==> config.mk <==
export PLATFORM = sky130hd
export DESIGN_NAME = multilinear_corner_weights_unit
export DESIGN_NICKNAME = d
export VERILOG_FILES = /design/src/hdl/mcw_pkg.sv /design/src/hdl/multilinear_corner_weights_unit.sv /design/src/hdl/mcw_seq.sv /design/src/hdl/mcw_cell.sv
export SDC_FILE = /design/constraint.sdc
export NUM_CORES = 2
export LEC_CHECK = 0
export BUFFER_PORTS_ARGS = -buffer_cell sky130_fd_sc_hd__buf_4
export CORE_MARGIN = 2
export CORE_UTILIZATION = 59
export CTS_BUF_LIST = sky130_fd_sc_hd__clkbuf_16
export CTS_CLUSTER_DIAMETER = 30
export DETAILED_ROUTE_END_ITERATION = 7
export PLACE_DENSITY = 0.91
export SLEW_MARGIN = 5
export SYNTH_ARGS = -nofsm -noshare
export SYNTH_HDL_FRONTEND = slang
export SYNTH_SLANG_ARGS = --single-unit
export TNS_END_PERCENT = 20
==> constraint.sdc <==
create_clock -name clk -period 8.26 [get_ports clk]
set_input_delay 0.826 -clock clk [delete_from_list [all_inputs] [get_ports clk]]
set_output_delay 0.826 -clock clk [all_outputs]
set_load 0.02 [all_outputs]
==> src/hdl/mcw_pkg.sv <==
// ----------------------------------------------------------------------------
// mcw_pkg: shared types and constants for the corner weight unit
// Field widths, register indexes and the word that travels the cell chain.
// ----------------------------------------------------------------------------
package mcw_pkg;

    localparam int FIELD_DIMS       = 4;
    localparam int DEFAULT_MAX_DIMS = 4;
    localparam int IDX_W            = 8;
    localparam int FRAC_W           = 16;
    localparam int STRIDE_W         = 20;
    localparam int ADDR_W           = 30;
    localparam int WEIGHT_W         = 17;
    localparam int DIMS_W           = 3;
    localparam int CFG_IDX_W        = 3;

    localparam logic [WEIGHT_W-1:0] ONE_Q16 = WEIGHT_W'(17'h10000);

    // configuration register indexes
    localparam logic [CFG_IDX_W-1:0] REG_NUM_DIMS = 3'd0;
    localparam logic [CFG_IDX_W-1:0] REG_STRIDE_0 = 3'd1;
    localparam logic [CFG_IDX_W-1:0] REG_STRIDE_1 = 3'd2;
    localparam logic [CFG_IDX_W-1:0] REG_STRIDE_2 = 3'd3;
    localparam logic [CFG_IDX_W-1:0] REG_STRIDE_3 = 3'd4;

    typedef logic [FIELD_DIMS-1:0][IDX_W-1:0]    idx_vec_t;
    typedef logic [FIELD_DIMS-1:0][FRAC_W-1:0]   frac_vec_t;
    typedef logic [FIELD_DIMS-1:0][STRIDE_W-1:0] stride_vec_t;

    // one corner in flight through the chain
    typedef struct packed {
        logic                  valid;
        logic                  last;
        logic [DIMS_W-1:0]     dims;
        logic [FIELD_DIMS-1:0] corner;
        logic [ADDR_W-1:0]     addr;
        logic [WEIGHT_W-1:0]   weight;
        idx_vec_t              idx;
        frac_vec_t             frac;
    } word_t;

endpackage

==> src/hdl/multilinear_corner_weights_unit.sv <==
// ----------------------------------------------------------------------------
// multilinear_corner_weights_unit: multilinear interpolation corner weights
// Expands one query into the addresses and weights of its cell corners.
// ----------------------------------------------------------------------------
// A query (grid_index_*, frac_*) is taken at a clock edge with start high
// and busy low. It yields 2^D corner words in ascending corner order, one
// per cycle, each shown for one cycle with done high; last_corner marks the
// final word. D is num_dims, capped at the number of cells.
// A query's first word is registered in the sequencer, then in each cell.
// Throughput: one corner word per cycle; a query holds the sequencer until
// its 2^D words (1 to 16) are issued, and the next query is taken in the cycle that
// issues the last corner, so queries follow with no gap.
// The chain has one cell per dimension; each corner passes through all of
// them, one multiply-accumulate of address and weight per cell below D.
// The receiver cannot stall: done words must be taken when shown.
// Configuration: cfg_valid/cfg_ready (always ready) write cfg_data into
// register cfg_index; unknown indexes are dropped. Write only while idle.
// Reset clears the sequencer and chain, num_dims to 1, strides to 1,0,0,0.
// ----------------------------------------------------------------------------
module multilinear_corner_weights_unit #(
    parameter int MAX_DIMS = mcw_pkg::DEFAULT_MAX_DIMS
) (
    input  logic                          clk,
    input  logic                          rst_n,
    input  logic                          start,
    output logic                          busy,
    input  logic [mcw_pkg::IDX_W-1:0]     grid_index_0,
    input  logic [mcw_pkg::IDX_W-1:0]     grid_index_1,
    input  logic [mcw_pkg::IDX_W-1:0]     grid_index_2,
    input  logic [mcw_pkg::IDX_W-1:0]     grid_index_3,
    input  logic [mcw_pkg::FRAC_W-1:0]    frac_0,
    input  logic [mcw_pkg::FRAC_W-1:0]    frac_1,
    input  logic [mcw_pkg::FRAC_W-1:0]    frac_2,
    input  logic [mcw_pkg::FRAC_W-1:0]    frac_3,
    output logic                          done,
    output logic [mcw_pkg::ADDR_W-1:0]    corner_address,
    output logic [mcw_pkg::WEIGHT_W-1:0]  corner_weight,
    output logic                          last_corner,
    input  logic                          cfg_valid,
    output logic                          cfg_ready,
    input  logic [mcw_pkg::CFG_IDX_W-1:0] cfg_index,
    input  logic [mcw_pkg::STRIDE_W-1:0]  cfg_data
);

    localparam int NCELL = (MAX_DIMS < mcw_pkg::FIELD_DIMS) ? MAX_DIMS
                                                           : mcw_pkg::FIELD_DIMS;

    logic [mcw_pkg::DIMS_W-1:0]  num_dims_reg;
    mcw_pkg::stride_vec_t        stride_reg;
    logic [mcw_pkg::DIMS_W-1:0]  dims_used;
    mcw_pkg::idx_vec_t           idx_in;
    mcw_pkg::frac_vec_t          frac_in;
    mcw_pkg::word_t              chain [0:NCELL];

    assign cfg_ready = 1'b1;

    always_ff @(posedge clk or negedge rst_n)
    begin
        if (!rst_n)
        begin
            num_dims_reg  <= mcw_pkg::DIMS_W'(1);
            stride_reg[0] <= mcw_pkg::STRIDE_W'(1);
            stride_reg[1] <= '0;
            stride_reg[2] <= '0;
            stride_reg[3] <= '0;
        end
        else if (cfg_valid && cfg_ready)
        begin
            case (cfg_index)
                mcw_pkg::REG_NUM_DIMS: num_dims_reg  <= cfg_data[mcw_pkg::DIMS_W-1:0];
                mcw_pkg::REG_STRIDE_0: stride_reg[0] <= cfg_data;
                mcw_pkg::REG_STRIDE_1: stride_reg[1] <= cfg_data;
                mcw_pkg::REG_STRIDE_2: stride_reg[2] <= cfg_data;
                mcw_pkg::REG_STRIDE_3: stride_reg[3] <= cfg_data;
                default: ;
            endcase
        end
    end

    // cap at the number of cells built
    assign dims_used = (num_dims_reg > mcw_pkg::DIMS_W'(NCELL))
                     ? mcw_pkg::DIMS_W'(NCELL) : num_dims_reg;

    assign idx_in  = {grid_index_3, grid_index_2, grid_index_1, grid_index_0};
    assign frac_in = {frac_3, frac_2, frac_1, frac_0};

    mcw_seq #(
        .NCELL (NCELL)
    ) u_seq (
        .clk   (clk),
        .rst_n (rst_n),
        .start (start),
        .dims  (dims_used),
        .idx   (idx_in),
        .frac  (frac_in),
        .busy  (busy),
        .word  (chain[0])
    );

    for (genvar g = 0; g < NCELL; g++)
    begin : g_cell
        mcw_cell #(
            .DIM (g)
        ) u_cell (
            .clk      (clk),
            .rst_n    (rst_n),
            .stride   (stride_reg[g]),
            .in_word  (chain[g]),
            .out_word (chain[g+1])
        );
    end

    assign done           = chain[NCELL].valid;
    assign corner_address = chain[NCELL].addr;
    assign corner_weight  = chain[NCELL].weight;
    assign last_corner    = chain[NCELL].last;

`ifndef SYNTH
    // an accepted query shows its first corner word after the chain delay
    a_first_word: assert property (@(posedge clk) disable iff (!rst_n)
        (start && !busy) |=> ##NCELL done)
        else $error("first corner word missing after query accept");

    // a weight never exceeds one
    a_weight_range: assert property (@(posedge clk) disable iff (!rst_n)
        done |-> (corner_weight <= mcw_pkg::ONE_Q16))
        else $error("corner weight above one");

    // busy only while a query is being issued
    a_busy_active: assert property (@(posedge clk) disable iff (!rst_n)
        busy |-> chain[0].valid && !chain[0].last)
        else $error("busy without a query in flight");
`endif

endmodule

==> src/hdl/mcw_seq.sv <==
// ----------------------------------------------------------------------------
// mcw_seq: corner sequencer
// Holds one query and issues its 2^D corner words, one per cycle.
// ----------------------------------------------------------------------------
module mcw_seq #(
    parameter int NCELL = mcw_pkg::DEFAULT_MAX_DIMS
) (
    input  logic                      clk,
    input  logic                      rst_n,
    input  logic                      start,
    input  logic [mcw_pkg::DIMS_W-1:0] dims,
    input  mcw_pkg::idx_vec_t         idx,
    input  mcw_pkg::frac_vec_t        frac,
    output logic                      busy,
    output mcw_pkg::word_t            word
);

    logic                        active_reg;
    logic [NCELL-1:0]            k_reg;
    logic [NCELL-1:0]            last_k_reg;
    logic [NCELL-1:0]            last_k_next;
    logic [mcw_pkg::DIMS_W-1:0]  dims_reg;
    mcw_pkg::idx_vec_t           idx_reg;
    mcw_pkg::frac_vec_t          frac_reg;
    logic                        accept;
    logic                        at_last;

    assign at_last     = (k_reg == last_k_reg);
    assign busy        = active_reg && !at_last;
    assign accept      = start && !busy;
    // all ones below bit dims
    assign last_k_next = ~({NCELL{1'b1}} << dims);

    always_ff @(posedge clk or negedge rst_n)
    begin
        if (!rst_n)
        begin
            active_reg <= 1'b0;
            k_reg      <= '0;
            last_k_reg <= '0;
        end
        else if (accept)
        begin
            active_reg <= 1'b1;
            k_reg      <= '0;
            last_k_reg <= last_k_next;
        end
        else if (active_reg)
        begin
            if (at_last)
            begin
                active_reg <= 1'b0;
            end
            else
            begin
                k_reg <= k_reg + 1'b1;
            end
        end
    end

    always_ff @(posedge clk)
    begin
        if (accept)
        begin
            dims_reg <= dims;
            idx_reg  <= idx;
            frac_reg <= frac;
        end
    end

    always_comb
    begin
        word        = '0;
        word.valid  = active_reg;
        word.last   = at_last;
        word.dims   = dims_reg;
        word.corner = mcw_pkg::FIELD_DIMS'(k_reg);
        word.addr   = '0;
        word.weight = mcw_pkg::ONE_Q16;
        word.idx    = idx_reg;
        word.frac   = frac_reg;
    end

endmodule

==> src/hdl/mcw_cell.sv <==
// ----------------------------------------------------------------------------
// mcw_cell: one dimension of the corner chain
// If DIM < dims, adds its address term and scales the weight by w or 1-w.
// ----------------------------------------------------------------------------
module mcw_cell #(
    parameter int DIM = 0
) (
    input  logic                          clk,
    input  logic                          rst_n,
    input  logic [mcw_pkg::STRIDE_W-1:0]  stride,
    input  mcw_pkg::word_t                in_word,
    output mcw_pkg::word_t                out_word
);

    localparam int TERM_W = mcw_pkg::IDX_W + 1 + mcw_pkg::STRIDE_W;
    localparam int PROD_W = 2 * mcw_pkg::WEIGHT_W;

    mcw_pkg::word_t                 word_reg;
    mcw_pkg::word_t                 word_next;
    logic                           enable;
    logic                           upper;
    logic [mcw_pkg::WEIGHT_W-1:0]   factor;
    logic [mcw_pkg::IDX_W:0]        pos;
    logic [TERM_W-1:0]              term;
    logic [PROD_W-1:0]              prod;

    always_comb
    begin
        enable = (mcw_pkg::DIMS_W'(DIM) < in_word.dims);
        upper  = in_word.corner[DIM];
        factor = upper ? mcw_pkg::WEIGHT_W'(in_word.frac[DIM])
                       : mcw_pkg::ONE_Q16 - mcw_pkg::WEIGHT_W'(in_word.frac[DIM]);
        pos    = (mcw_pkg::IDX_W + 1)'(in_word.idx[DIM]) + (mcw_pkg::IDX_W + 1)'(upper);
        term   = TERM_W'(pos) * TERM_W'(stride);
        prod   = PROD_W'(in_word.weight) * PROD_W'(factor);

        word_next = in_word;
        if (enable)
        begin
            word_next.addr   = in_word.addr + mcw_pkg::ADDR_W'(term);
            // truncating q16 product
            word_next.weight = prod[16 +: mcw_pkg::WEIGHT_W];
        end
    end

    always_ff @(posedge clk or negedge rst_n)
    begin
        if (!rst_n)
        begin
            word_reg <= '0;
        end
        else
        begin
            word_reg <= word_next;
        end
    end

    assign out_word = word_reg;

endmodule

==> qor.csv <==
stage,metric,value,unit
outcome,status,"complete, no violations",
routing,drc,0,
synthesis,yosysUniqueCellTypes,78,
setup_path,timing.rr.end,g_cell[2].u_cell.out_word[112],
setup_path,r2r_slack,0.33,ns
clock_network,worstSkewPairLatency,0.79,ns
cells_and_area,final_common_cell,inv_1,
synthesis,seq_area_frac_synth,20.1,%
timing,layout_setup_ws,0.325,ns
synthesis,syn-num-nets,9191,
timing,setup_tns,0,ns
timing,fmax,126,MHz
synthesis,synth_area_per_cell,9.63,µm²
routing,wl_per_cell,20.1,µm
setup_path,crit_arrival,8.53,ns
floorplanning,die_w,348,µm
setup_path,required,8.85,ns
synthesis,synthFlopType,dfrtp_1,
clock_network,htree_levels,3,
clock_network,cts_made_buffers,112,
place,hpwl,135,mm
setup_path,crit_path_frequent_cell,fa_1,
synthesis,synth_area_leader_cell,fa_1,
setup_path,start_kind,flip-flop,
setup_path,max_stage_delay,0.54,ns
floorplanning,rows,126,
cells_and_area,area_growth,9.51,%
setup_path,end_kind,flip-flop,
global_routing,track_usage,30.2,%
place,port_buffers,172,
setup_path,cp_max_fo,17,
cells_and_area,largest_reg_flops,352,
floorplanning,dieArea,121000,µm²
clock_network,cts_tree,done,
synthesis,synthCells,7274,
cells_and_area,finalNetCount,9194,
timing,relSlewSlack,23.5,%
routing,wl,179,mm
global_routing,grt_pass1_wl,289,mm
cells_and_area,fillers,8104,
timing,final_hold_viol_count,0,
routing,firstDrtPassIters,6,
floorplanning,io_pins,174,
global_routing,antenna_found_initial,16,
clock_network,numClockSinks,543,
cells_and_area,drive_gt1_share,8.65,%
setup_path,cp.buffers_inverters,5,
global_routing,grt_pass1_vias,56442,
timing,period_minus_slack,7.93,ns
synthesis,ys_seq_elements,543,
cells_and_area,final_cell_mix,"inv_1 (1494), fa_1 (1246), nand2_1 (1158)",
place,placed_area,72400,µm²
hold_path,hold_class,input port to async pin,
clock_network,cts-root-buf,clkbuf_16,
setup_path,crit_type,flip-flop to flip-flop,
global_routing,grt_overflow,0,
routing,dr_total_vias,51308,
clock_network,clk_pin_slew,0.06,ns
cells_and_area,multi_input_area,48800,µm²
cells_and_area,stdcell_area,76700,µm²
routing,viasPerCell,5.75,
floorplanning,die_h,348,µm
clock_network,cts_buffer_depth,3,
floorplanning,start_util,59.4,%
setup_path,rr_startpoint,g_cell[1].u_cell.out_word[34],
routing,first_iter_violations,4898,
synthesis,synth_warnings,0,
global_routing,grt_max_degree,139,
timing,tightest_slew,1.14,ns
routing,final_antenna_net_count,0,
place,pre_cts_slack,0.195,ns
timing,setup_viol,0,
setup_path,cp_top_family,adder cells,
run,drv_cap,0,
cells_and_area,register_area,14100,µm²
clock_network,cts_setup_buffers,0,
place,gp_congestion,0.952,
synthesis,synth-edff-count,99,
cells_and_area,finalCoreUtilization,65.0,%
setup_path,reg2reg_depth,30,
timing,fin_worst_skew,0.0977,ns
timing,slew_viol_final,0,
synthesis,synth_area,70000,µm²
synthesis,netlist.area_leader.share,35.6,%
floorplanning,core_area,118000,µm²
synthesis,ys_top_cells_by_area,"fa_1 (36%), dfrtp_1 (16%), ha_1 (9.8%)",
synthesis,async_reset_ff_share,81.8,%
setup_path,slowest_stage,fa_1,
timing,fin_crit_sh,96.1,%
==> stage by stage <==
| step | instances | hold WS [ns] |
|---|---|---|
| after floorplan | 7274 | 0.331 |
| after global placement | 8699 | 0.331 |
| after detailed placement | 8699 | 0.334 |
| after CTS | 8911 | 0.104 |
| after global routing | 8915 | 0.150 |
| final | 8920 | 0.0998 |
==> logic make-up (layout without fill, tap and decap cells) <==
group,after synthesis,after routing,synth area share [%]
simple gates,2154,2154,14.4
buf+inv,1870,1971,10.3
fa+ha+maj,1794,1794,45.4
compound gates,559,559,4.95
flops,543,543,20.1
xor+xnor,230,230,2.88
mux,123,123,1.97
other cells,1,10,0.00536
==> cell type report <==
cell class / instances / area share (%)
sequential: 543 / 18.4
timing repair buffer: 270 / 2.67
clock buffer: 116 / 3.79
multi-input combinational: 4861 / 63.7
clock inverter: 96 / 1.63
inverter: 1489 / 7.29
tap: 1536 / 2.51
antenna: 9 / 0.0294
==> routing by layer <==
metal	global-route usage, %	part of all wire (%)	vias up
li1	-	-	21866
met1	37.2	37	25740
met2	50.7	49	2959
met3	7.39	10	739
met4	12.9	4.6	4
met5	0	0.015	-
==> worst max path at each step <==
stage	startpoint	to	slack, ns	cells past startpoint
after floorplan	g_cell[0].u_cell.out_word[16]	g_cell[1].u_cell.out_word[111]	0.50	32
after global placement	g_cell[0].u_cell.out_word[18]	g_cell[1].u_cell.out_word[111]	0.45	28
after detailed placement	g_cell[0].u_cell.out_word[18]	g_cell[1].u_cell.out_word[112]	0.19	28
after CTS	g_cell[1].u_cell.out_word[34]	g_cell[2].u_cell.out_word[112]	0.03	30
after global routing	g_cell[1].u_cell.out_word[34]	g_cell[2].u_cell.out_word[112]	-0.14	30
final	g_cell[1].u_cell.out_word[34]	g_cell[2].u_cell.out_word[112]	0.33	30
==> cell usage after synthesis, drive strengths merged (23+ instances only) <==
cell,instances
a21o,83
fa,1246
mux2,119
clkbuf,304
o21bai,23
a21oi,183
nand3,41
inv,1489
nand2,1158
nor2b,222
edfxtp,99
o21ai,139
xnor2,113
nand2b,51
and2,347
ha,548
and3,31
nand4,24
buf,77
nor3,42
dfrtp,442
nor2,187
xor2,117
==> what timing repair did <==
item,CTS,global route
gates resized for setup,0,17
setup endpoints to repair,0,14
hold buffers,0,0
Power is left out: the tool's default activity adds up to more than one toggle a clock period on the data nets, which glitch-free logic cannot reach.
